==> src/hdl/vilc_pkg.sv <==
// Shared types, constants and helpers for the vectored interrupt level controller.
// No dependencies.
package vilc_pkg;

   localparam int LEVEL_W  = 3;
   localparam int VECTOR_W = 8;

   localparam int DEF_NUM_CPUS     = 2;
   localparam int DEF_NUM_VECTORS  = 256;
   localparam int DEF_FIRST_VECTOR = 16;

   typedef logic [LEVEL_W-1:0]  level_type;
   typedef logic [VECTOR_W-1:0] vector_type;

   localparam logic       REQ_SET     = 1'b0;
   localparam logic       REQ_ACK     = 1'b1;
   localparam vector_type NONE_VECTOR = 8'd15;

   typedef struct packed {
      logic      start;
      logic      valid;
      level_type target;
   } scan_ctl_type;

   typedef struct packed {
      logic       any_match;
      logic       two_match;
      vector_type match_vec;
      level_type  max_other;
      level_type  max_other_x15;
   } scan_res_type;

   function automatic level_type lvl_max(input level_type a, input level_type b);
      return (a > b) ? a : b;
   endfunction

endpackage

==> src/hdl/vilc_level_ram.sv <==
// Level table storage: one write port, one read port, registered read data.
// Depends on vilc_pkg.
module vilc_level_ram #(
   parameter int ADDR_W = 9
) (
   input  logic               clock,
   input  logic               wr_en,
   input  logic [ADDR_W-1:0]  wr_addr,
   input  vilc_pkg::level_type wr_data,
   input  logic [ADDR_W-1:0]  rd_addr,
   output vilc_pkg::level_type rd_data
);
   import vilc_pkg::*;

   localparam int DEPTH = 1 << ADDR_W;

   level_type mem [DEPTH];
   level_type rd_data_ff;

   always_ff @(posedge clock) begin
      if (wr_en) begin
         mem[wr_addr] <= wr_data;
      end
      rd_data_ff <= mem[rd_addr];
   end

   assign rd_data = rd_data_ff;

endmodule

==> src/hdl/vilc_scan.sv <==
// Scan accumulator: tracks the last matching vector and the highest other levels
// as table words stream by. Depends on vilc_pkg.
module vilc_scan (
   input  logic                   clock,
   input  logic                   reset,
   input  vilc_pkg::scan_ctl_type ctl,
   input  vilc_pkg::level_type    data_level,
   input  vilc_pkg::vector_type   data_vector,
   output vilc_pkg::scan_res_type res
);
   import vilc_pkg::*;

   scan_res_type res_ff;
   scan_res_type res_in;
   logic         hit;

   always_comb begin
      res_in = res_ff;
      hit    = (data_level == ctl.target);
      if (ctl.start) begin
         res_in = '0;
      end else if (ctl.valid) begin
         if (hit) begin
            res_in.any_match = 1'b1;
            res_in.two_match = res_ff.any_match;
            res_in.match_vec = data_vector;
         end else begin
            res_in.max_other = lvl_max(res_ff.max_other, data_level);
            if (data_vector != NONE_VECTOR) begin
               res_in.max_other_x15 = lvl_max(res_ff.max_other_x15, data_level);
            end
         end
      end
   end

   always_ff @(posedge clock) begin
      if (reset) begin
         res_ff <= '0;
      end else begin
         res_ff <= res_in;
      end
   end

   assign res = res_ff;

endmodule

==> src/hdl/vectored_interrupt_level_controller.sv <==
// Top level: request sequencer around the level table and the scan accumulator.
// Depends on vilc_pkg, vilc_level_ram, vilc_scan.
//
//  channel   ports                                             handshake
//  --------  ------------------------------------------------  --------------------
//  request   req_type req_cpu req_vector req_level             start & !busy
//  result    rsp_irq_level rsp_ack_vector rsp_entry_changed    rsp_valid, 1 cycle
//  register  csr_wr_data (self-clear level)                    csr_wr_en
//
// Set item: ST_SET_RD reads the entry, ST_SET_WR writes it if changed, then ST_SCAN,
// ST_DRAIN and ST_RESULT follow; acknowledge item: ST_SCAN, ST_DRAIN, ST_RESULT. The
// single-read-port table scan reads one entry per cycle from FIRST_SCANNED_VECTOR.
// After reset the table is zeroed one entry per cycle, all 2**(CPU_AW + VEC_AW)
// entries (512 by default), with busy high; register writes still go in.
// Results are a one-cycle strobe; the receiver cannot stall them.
module vectored_interrupt_level_controller #(
   parameter int NUM_CPUS             = vilc_pkg::DEF_NUM_CPUS,
   parameter int NUM_VECTORS          = vilc_pkg::DEF_NUM_VECTORS,
   parameter int FIRST_SCANNED_VECTOR = vilc_pkg::DEF_FIRST_VECTOR
) (
   input  logic                 clock,
   input  logic                 reset,
   input  logic                 start,
   output logic                 busy,
   input  logic                 req_type,
   input  logic                 req_cpu,
   input  vilc_pkg::vector_type req_vector,
   input  vilc_pkg::level_type  req_level,
   output logic                 rsp_valid,
   output vilc_pkg::level_type  rsp_irq_level,
   output vilc_pkg::vector_type rsp_ack_vector,
   output logic                 rsp_entry_changed,
   input  logic                 csr_wr_en,
   input  vilc_pkg::level_type  csr_wr_data
);
   import vilc_pkg::*;

   localparam int VEC_AW = $clog2(NUM_VECTORS);
   localparam int CPU_AW = (NUM_CPUS > 1) ? $clog2(NUM_CPUS) : 1;
   localparam int MEM_AW = CPU_AW + VEC_AW;

   typedef enum logic [2:0] {
      ST_CLEAR,
      ST_IDLE,
      ST_SET_RD,
      ST_SET_WR,
      ST_SCAN,
      ST_DRAIN,
      ST_RESULT
   } state_type;

   state_type          state_ff, state_in;
   logic [MEM_AW-1:0]  clr_cnt_ff, clr_cnt_in;
   logic [VEC_AW-1:0]  scan_vec_ff, scan_vec_in;
   logic [VEC_AW-1:0]  data_vec_ff, data_vec_in;
   logic               data_valid_ff, data_valid_in;
   logic               type_ff, type_in;
   logic               cpu_ff, cpu_in;
   vector_type         vector_ff, vector_in;
   level_type          level_ff, level_in;
   logic               cpu_ok_ff, cpu_ok_in;
   logic               vec_ok_ff, vec_ok_in;
   logic               changed_ff, changed_in;
   level_type          self_clear_ff, self_clear_in;
   logic               rsp_valid_ff, rsp_valid_in;
   level_type          rsp_irq_ff, rsp_irq_in;
   vector_type         rsp_ack_ff, rsp_ack_in;
   logic               rsp_changed_ff, rsp_changed_in;

   logic               wr_en;
   logic [MEM_AW-1:0]  wr_addr;
   level_type          wr_data;
   logic [MEM_AW-1:0]  rd_addr;
   level_type          rd_data;
   logic [CPU_AW-1:0]  cpu_idx;

   scan_ctl_type       scan_ctl;
   scan_res_type       scan_res;

   logic               accept;
   logic               clear_hit;
   vector_type         ack_vec;
   level_type          irq_calc;

   vilc_level_ram #(
      .ADDR_W (MEM_AW)
   ) u_ram (
      .clock   (clock),
      .wr_en   (wr_en),
      .wr_addr (wr_addr),
      .wr_data (wr_data),
      .rd_addr (rd_addr),
      .rd_data (rd_data)
   );

   vilc_scan u_scan (
      .clock       (clock),
      .reset       (reset),
      .ctl         (scan_ctl),
      .data_level  (rd_data),
      .data_vector (VECTOR_W'(data_vec_ff)),
      .res         (scan_res)
   );

   assign busy    = (state_ff != ST_IDLE);
   assign accept  = start && !busy;
   assign cpu_idx = CPU_AW'(cpu_ff);

   assign scan_ctl.start  = (state_ff == ST_IDLE) || (state_ff == ST_SET_RD) ||
                            (state_ff == ST_SET_WR);
   assign scan_ctl.valid  = data_valid_ff;
   assign scan_ctl.target = level_ff;

   assign rd_addr = (state_ff == ST_SCAN) ? {cpu_idx, scan_vec_ff}
                                          : {cpu_idx, vector_ff[VEC_AW-1:0]};

   assign clear_hit = (type_ff == REQ_ACK) && (level_ff == self_clear_ff);
   assign ack_vec   = scan_res.any_match ? scan_res.match_vec : NONE_VECTOR;

   always_comb begin
      if (clear_hit && !scan_res.any_match) begin
         irq_calc = scan_res.max_other_x15;
      end else if (clear_hit) begin
         irq_calc = lvl_max(scan_res.max_other, scan_res.two_match ? level_ff : '0);
      end else begin
         irq_calc = lvl_max(scan_res.max_other, scan_res.any_match ? level_ff : '0);
      end
   end

   always_comb begin
      wr_en   = 1'b0;
      wr_addr = {cpu_idx, vector_ff[VEC_AW-1:0]};
      wr_data = level_ff;
      unique case (state_ff)
         ST_CLEAR: begin
            wr_en   = 1'b1;
            wr_addr = clr_cnt_ff;
            wr_data = '0;
         end
         ST_SET_WR: begin
            wr_en = (rd_data != level_ff);
         end
         ST_RESULT: begin
            wr_en   = cpu_ok_ff && clear_hit;
            wr_addr = {cpu_idx, ack_vec[VEC_AW-1:0]};
            wr_data = '0;
         end
         default: begin
            wr_en = 1'b0;
         end
      endcase
   end

   always_comb begin
      state_in       = state_ff;
      clr_cnt_in     = clr_cnt_ff;
      scan_vec_in    = scan_vec_ff;
      data_vec_in    = scan_vec_ff;
      data_valid_in  = (state_ff == ST_SCAN);
      type_in        = type_ff;
      cpu_in         = cpu_ff;
      vector_in      = vector_ff;
      level_in       = level_ff;
      cpu_ok_in      = cpu_ok_ff;
      vec_ok_in      = vec_ok_ff;
      changed_in     = changed_ff;
      self_clear_in  = csr_wr_en ? csr_wr_data : self_clear_ff;
      rsp_valid_in   = 1'b0;
      rsp_irq_in     = rsp_irq_ff;
      rsp_ack_in     = rsp_ack_ff;
      rsp_changed_in = rsp_changed_ff;

      unique case (state_ff)
         ST_CLEAR: begin
            clr_cnt_in = clr_cnt_ff + 1'b1;
            if (clr_cnt_ff == '1) begin
               state_in = ST_IDLE;
            end
         end
         ST_IDLE: begin
            if (accept) begin
               type_in     = req_type;
               cpu_in      = req_cpu;
               vector_in   = req_vector;
               level_in    = req_level;
               cpu_ok_in   = (32'(req_cpu) < NUM_CPUS);
               vec_ok_in   = (32'(req_vector) < NUM_VECTORS);
               changed_in  = 1'b0;
               scan_vec_in = VEC_AW'(FIRST_SCANNED_VECTOR);
               if (32'(req_cpu) >= NUM_CPUS) begin
                  state_in = ST_RESULT;
               end else if (req_type == REQ_SET && 32'(req_vector) < NUM_VECTORS) begin
                  state_in = ST_SET_RD;
               end else begin
                  state_in = ST_SCAN;
               end
            end
         end
         ST_SET_RD: begin
            state_in = ST_SET_WR;
         end
         ST_SET_WR: begin
            changed_in = (rd_data != level_ff);
            state_in   = ST_SCAN;
         end
         ST_SCAN: begin
            scan_vec_in = scan_vec_ff + 1'b1;
            if (scan_vec_ff == VEC_AW'(NUM_VECTORS - 1)) begin
               state_in = ST_DRAIN;
            end
         end
         ST_DRAIN: begin
            state_in = ST_RESULT;
         end
         ST_RESULT: begin
            rsp_valid_in = 1'b1;
            if (cpu_ok_ff) begin
               rsp_irq_in     = irq_calc;
               rsp_ack_in     = (type_ff == REQ_ACK) ? ack_vec : '0;
               rsp_changed_in = (type_ff == REQ_SET) && vec_ok_ff && changed_ff;
            end else begin
               rsp_irq_in     = '0;
               rsp_ack_in     = '0;
               rsp_changed_in = 1'b0;
            end
            state_in = ST_IDLE;
         end
         default: begin
            state_in = ST_IDLE;
         end
      endcase
   end

   always_ff @(posedge clock) begin
      if (reset) begin
         state_ff      <= ST_CLEAR;
         clr_cnt_ff    <= '0;
         data_valid_ff <= 1'b0;
         self_clear_ff <= '0;
         rsp_valid_ff  <= 1'b0;
      end else begin
         state_ff      <= state_in;
         clr_cnt_ff    <= clr_cnt_in;
         data_valid_ff <= data_valid_in;
         self_clear_ff <= self_clear_in;
         rsp_valid_ff  <= rsp_valid_in;
      end
      scan_vec_ff    <= scan_vec_in;
      data_vec_ff    <= data_vec_in;
      type_ff        <= type_in;
      cpu_ff         <= cpu_in;
      vector_ff      <= vector_in;
      level_ff       <= level_in;
      cpu_ok_ff      <= cpu_ok_in;
      vec_ok_ff      <= vec_ok_in;
      changed_ff     <= changed_in;
      rsp_irq_ff     <= rsp_irq_in;
      rsp_ack_ff     <= rsp_ack_in;
      rsp_changed_ff <= rsp_changed_in;
   end

   assign rsp_valid         = rsp_valid_ff;
   assign rsp_irq_level     = rsp_irq_ff;
   assign rsp_ack_vector    = rsp_ack_ff;
   assign rsp_entry_changed = rsp_changed_ff;

   a_rsp_strobe: assert property (@(posedge clock) disable iff (reset)
      rsp_valid |=> !rsp_valid)
      else $error("result strobe longer than one cycle");

   a_busy_after_accept: assert property (@(posedge clock) disable iff (reset)
      (start && !busy) |=> (busy && !rsp_valid))
      else $error("accepted item did not make the block busy");

   a_rsp_when_idle: assert property (@(posedge clock) disable iff (reset)
      rsp_valid |-> (!busy && state_ff == ST_IDLE && $past(state_ff) == ST_RESULT))
      else $error("result shown outside the result step");

   a_changed_only_on_set: assert property (@(posedge clock) disable iff (reset)
      (rsp_valid && rsp_entry_changed) |-> (rsp_ack_vector == '0))
      else $error("entry change reported with an acknowledge vector");

endmodule
==> config.mk <==
export PLATFORM = sky130hd
export DESIGN_NAME = vectored_interrupt_level_controller
export DESIGN_NICKNAME = d
export VERILOG_FILES = /design/src/hdl/vilc_pkg.sv /design/src/hdl/vilc_level_ram.sv /design/src/hdl/vilc_scan.sv /design/src/hdl/vectored_interrupt_level_controller.sv
export SDC_FILE = /design/constraint.sdc
export NUM_CORES = 2
export LEC_CHECK = 0
export BUFFER_PORTS_ARGS = -buffer_cell sky130_fd_sc_hd__buf_2
export CORE_ASPECT_RATIO = 1.5
export CORE_UTILIZATION = 40
export CTS_CLUSTER_DIAMETER = 100
export DETAILED_ROUTE_END_ITERATION = 8
export PLACE_DENSITY_LB_ADDON = 0.1
export SKIP_LAST_GASP = 1
export SLEW_MARGIN = 0
export SYNTH_ARGS = -nofsm -noshare
export SYNTH_HDL_FRONTEND = slang
export SYNTH_SLANG_ARGS = --single-unit
export TNS_END_PERCENT = 20
==> constraint.sdc <==
create_clock -name clock -period 11.3 [get_ports clock]
set_clock_uncertainty 0.05 [all_clocks]
set_input_delay 2.26 -clock clock [delete_from_list [all_inputs] [get_ports clock]]
set_output_delay 2.26 -clock clock [all_outputs]
set_load 0.01 [all_outputs]
* Word level (Yosys, flattened, before mapping)
Memory sizes are Yosys's and may differ from the RTL's. A register that Yosys moved wholly into a read port is not among the register bits. Cells that the tools add are included.
Storage, ports and cells: input bits 20, ROM bits 0, memories 1, memory bits (writable) 1536, bits in latches 0, logic and storage cells 90, register bits after elaboration 75
Memories:
- u_ram.mem | words 512, bits a word 3, read ports 1, clocked after memory_dff 1, write ports 1, line vilc_level_ram.sv:17 | level_type mem [DEPTH];
Operators by class: multiply operators 0, eq/ne operators 16, reductions and logical operators 20, add/subtract/negate cells 2, bitwise logic cells 4, shift operators 0, order comparisons 4, muxes and demuxes 23, divide/modulo/power cells 0
Operators with widths (count):
- $mux 3 | 11
- $mux 8 | 3
- $pmux 3 s6 | 1
- $pmux 9 s2 | 1
- $pmux 8 s2 | 1
- $gt 3x3->1 | 4
- $add 9x1->9 const B | 1
- $eq 3x3->1 const B | 3
- $eq 9x9->1 const B | 1
- $add 8x1->8 const B | 1
- $eq 8x8->1 const B | 1
- $ne 8x4->1 const B | 1
- $reduce_and 2->1 | 4
- $eq 3x2->1 const B | 2
- $eq 3x3->1 | 2
- $reduce_and 3->1 | 2
- $logic_and 1x1->1 | 4
- $mux 1 | 4
- $ne 2x2->1 const B | 2
- $not 1->1 | 4
- $reduce_and 4->1 | 1
- $reduce_bool 2->1 | 2
- $reduce_or 2->1 | 2
- $eq 3x1->1 const B | 1
- other kinds (8) | 10

* Depth between registers and ports, before layout
depth in word-level cells 5, gate-level depth with buffers 15

* Hierarchy
From an unflattened synthesis, not the netlist that was laid out.
Unflattened totals: cell total of the unflattened synthesis 3788, area total of the unflattened synthesis 65879.4 um^2
Modules (own cells, without submodules):
- vilc_level_ram | sequential area each 46184.3 um^2, times used 1, area each 62271.0 um^2, cells an instance 3446
- vectored_interrupt_level_controller | sequential area each 1521.5 um^2, times used 1, area each 2816.5 um^2, cells an instance 257
- vilc_scan | sequential area each 320.3 um^2, times used 1, area each 792.0 um^2, cells an instance 85

* Worst setup path after synthesis
Ideal clock, no wire load.
kind flip-flop to flip-flop, from register state_ff[0], to memory u_ram.mem[0][0] (netlist bit) (data pin), buffers on the path 2, stages on the path, launching flop included 7, clock period less this slack 9871 ps, path slack 1429 ps, arrival 8287 ps, cell sequence dfxtp_1 > or2_2 > clkbuf_1 > clkinv_1 > nor2_1 > clkbuf_1 > and2_1
On the way: cells in the longest elaborated chain, start to end 3
RTL lines:
- start, declared | line vectored_interrupt_level_controller.sv:52 | state_type state_ff, state_in;
- start signal, assigned | line vectored_interrupt_level_controller.sv:242 | state_ff <= state_in;
- $eq 3x3->1 / $logic_not 3->1 (equally long branches) | line vectored_interrupt_level_controller.sv:134 | unique case (state_ff)
- $reduce_or 2->1 (no source line) (*)
- $mux 3 (*) | line vectored_interrupt_level_controller.sv:134
- named net u_ram.wr_data[0] | line vilc_level_ram.sv:9 | input vilc_pkg::level_type wr_data,
- end, declared | line vilc_level_ram.sv:17
The timed path passes the listed nets; every way through them passes the cells marked *.

* Final worst setup path
from register state_ff[2], to register u_ram.rd_data_ff[1], in the netlist u_ram.rd_data[1], read port of u_ram.mem
On the way: cells in the longest elaborated chain, start to end 2
RTL lines:
- $eq 3x3->1 | line vectored_interrupt_level_controller.sv:114 | assign rd_addr = (state_ff == ST_SCAN) ? {cpu_idx, scan_vec_ff}
- $mux 8 | line vectored_interrupt_level_controller.sv:114
- end, declared | line vilc_level_ram.sv:18 | level_type rd_data_ff;
No other way between the ends. A chain may end at the register's enable or synchronous reset.

==> reports/results.tsv <==
stage	metric	value	unit
synthesis	synth_edf_count	1570	
die	fp-row-count	182	
die	fp.coreArea	0.164	mm^2
setup_path	required	11910	ps
synthesis	ys_types	72	
setup_path	path_class	flip-flop to flip-flop	
power	ir_worst_vdd	0.000159	V
timing	rsz0062_at_grt	false	
routing	routed-via-count	42300	
timing	finalHoldViolCount	0	
layout	final_area	0.0736	mm^2
cts	cts_sinks	1614	
global_routing	overflow	0	
synthesis	synth-main-ff-cell	edfxtp_1	
synthesis	ys_ff_latch	1614	
global_routing	grt_pass1_wl	297000	um
cts	htreeDepth	4	
timing	slew_viol_final	0	
setup_path	startpoint_type	flip-flop	
placed_design	place_congestion	0.834	
routing	wl_per_cell	27.2	um
min_path	hold_path_depth	2	
cts	clkTransAtPathRegs	70	ps
synthesis	yosys_warnings	0	
routing	drc	0	
placed_design	io_buffer_count	33	
layout	instances_no_fill	7548	
min_path	min_path_type	flip-flop to flip-flop	
setup_path	cp-end-kind	flip-flop	
synthesis	netlist.area_leader.share	0.712	
synthesis	seq_area_frac_synth	0.725	
cts	cts_max_path_buffers	3	
timing	min_period	5900	ps
synthesis	yosysMostFrequentCell	edfxtp_1	
synthesis	synthesis.instances	5285	
routing	ant_nets	0	
timing	timing.final.crit_share	0.522	
synthesis	yosysTopAreaCell	edfxtp_1	
setup_path	crit_arrival	6510	ps
die	die_w	334	um
routing	drtIter0Drc	3416	
synthesis	netlist_top_cells_area	edfxtp_1 (71%), nand2_1 (7.2%), nand3_1 (3.6%), nor2_1 (3.5%), mux2i_1 (2.7%)	
cts	cts_resized	0	
routing	routed_via_density	5.60	
timing	setup_tns	0	ps
die	die_area	0.167	mm^2
global_routing	grt_max_degree	169	
timing	tightest_slew	1240	ps
routing	firstDrtPassIters	5	
cts	clock_latency	800	ps
cts	hold_buffers	0	
timing	setup_viol	0	
global_routing	antenna_found_initial	4	
timing	maxSlewHeadroom	0.166	
synthesis	syn_area_per_cell	12.5	um^2
cts	cts_tree	done	
placed_design	dpl.cell_count	7265	
placed_design	placed_cell_area	0.0686	mm^2
setup_path	rrSetupSlack	5400	ps
die	fp.dieH	500	um
cts	cts_setup_buffers	0	
layout	drive_above_1_share	0.0775	
setup_path	r2r_end	u_ram.rd_data[1]	
synthesis	synth.top_cells.by_count	edfxtp_1 (1570), nand2_1 (1279), nor2_1 (619)	
die	start_util	0.404	
cts	cts_buffers	157	
setup_path	worstRegToRegCells	12	
setup_path	cp_max_fo	124	
synthesis	synth_fp_nets	5320	
setup_path	rr_startpoint	state_ff[2]	
cts	clock_tree.root_cell	clkbuf_16	
status	status	completed	
job	maxCapViolations	0	
global_routing	grt_pass1_vias	42800	
synthesis	async_flop_share	0	
synthesis	synth_area	0.0662	mm^2
layout	final_nets	5251	
placed_design	dp_hpwl	119000	um
routing	drt-total-wl	205000	um
power	power.leakage	0.0229	uW
min_path	min_to	u_scan.res[8]	
die	pin_count	34	
power	p_per_area	160	mW/mm^2
layout	area_growth_syn_to_layout	11.1	%
timing	max_freq	170	MHz
min_path	min_from	u_scan.res[8]	
global_routing	grt_use_total	0.245	
kinds of logic (layout without fill, tap and decap cells):
| family | after synthesis | after routing | share of synthesized area |
|---|---|---|---|
| multiplexers | 195 | 195 | 0.0310 |
| flip-flops | 1614 | 1614 | 0.725 |
| buffers and inverters | 378 | 432 | 0.0255 |
| XOR/XNOR | 18 | 18 | 0.00238 |
| adder cells (fa/ha/maj) | 15 | 15 | 0.00283 |
| AO/OA/AOI/OAI | 493 | 493 | 0.0508 |
| AND/OR/NAND/NOR | 2572 | 2572 | 0.163 |
| other | 0 | 1 | 0 |
registers in the layout, indices dropped and copies added (netlist names), 3 cells and up:
name            flops
state_ff            3
data_vec_ff         8
clr_cnt_ff          9
rsp_ack_vector      8
self_clear_ff       3
data_vec_in         8
u_scan.res         16
level_ff            3
vector_ff           8
u_ram.mem        1536
u_ram.rd_data       3
rsp_irq_level       3
report_power, final:
part           leakage [uW]  internal [uW]  total (uW)  switching [uW]
combinational       0.00913           10.5        76.7            66.2
clock               0.00246           2980        5230            2250
sequential           0.0113           6470        6470            2.94
total                0.0229           9460       11800            2320
through the flow:
stage	utilization	worst slack (ps)	total power, uW	hold WS (ps)
after floorplan	-	1430	6620	293
after global placement	0.418	5450	6680	420
after detailed placement	0.418	5600	6680	433
after CTS	0.448	5540	11900	448
after global routing	0.448	5270	12100	479
final	0.448	5400	11800	445
per-layer routing:
metal  GRT usage  share of wire  wire [um]
met2       0.437           0.52     107000
met4      0.0857          0.033       6810
met1       0.302           0.40      82700
met3      0.0339          0.045       9190
met5           0       0.000063         13
worst max path at each step:
stage,startpoint,to,depth (start not counted)
3_5_place_dp,state_ff[2],u_ram.rd_data[1],14
2_1_floorplan,state_ff[0],u_ram.mem[0][0],6
5_1_grt,state_ff[2],u_ram.rd_data[1],12
6_report,state_ff[2],u_ram.rd_data[1],12
3_3_place_gp,state_ff[2],u_ram.rd_data[0],11
4_1_cts,state_ff[2],u_ram.rd_data[1],14
cell usage in the layout (no fill, tap or decap), types with 23 or more instances in the layout:
master	netlist	routed
edfxtp_1	1570	1570
nand2_1	1279	1262
nor2_1	619	616
nand3_1	472	472
mux2i_1	177	175
clkbuf_16	0	165
a21oi_1	133	132
a31oi_1	119	117
buf_4	25	84
nand4_1	78	78
a32oi_1	56	56
dfxtp_1	44	44
and3_1	36	36
clkbuf_1	160	35
buf_2	133	33
clkinv_1	1	28
clkinv_2	0	27
o21ai_0	25	25
a211oi_1	23	23
worst max-delay path, cell delays in order (launching register included):
cell and delay [ps]:
dfxtp_1 630, or3b_2 700, buf_4 320, a21oi_4 200, buf_12 500, buf_4 610
nand3_1 650, o221ai_1 420, a31oi_1 70, a211oi_1 730, nor2_1 70, and3_1 240
nor4_1 370
layout make-up:
| type | instances | area, um^2 |
|---|---|---|
| Fill cell | 15000 | 90500 |
| Sequential cell | 1614 | 48000 |
| Multi-Input combinational cell | 3293 | 16700 |
| Clock buffer | 203 | 4300 |
| Tap cell | 2208 | 2760 |
| Timing Repair Buffer | 128 | 1010 |
| Clock inverter | 79 | 733 |
| Inverter | 22 | 82.6 |
| Antenna cell | 1 | 2.50 |
Power figures use the tool's default switching activity.
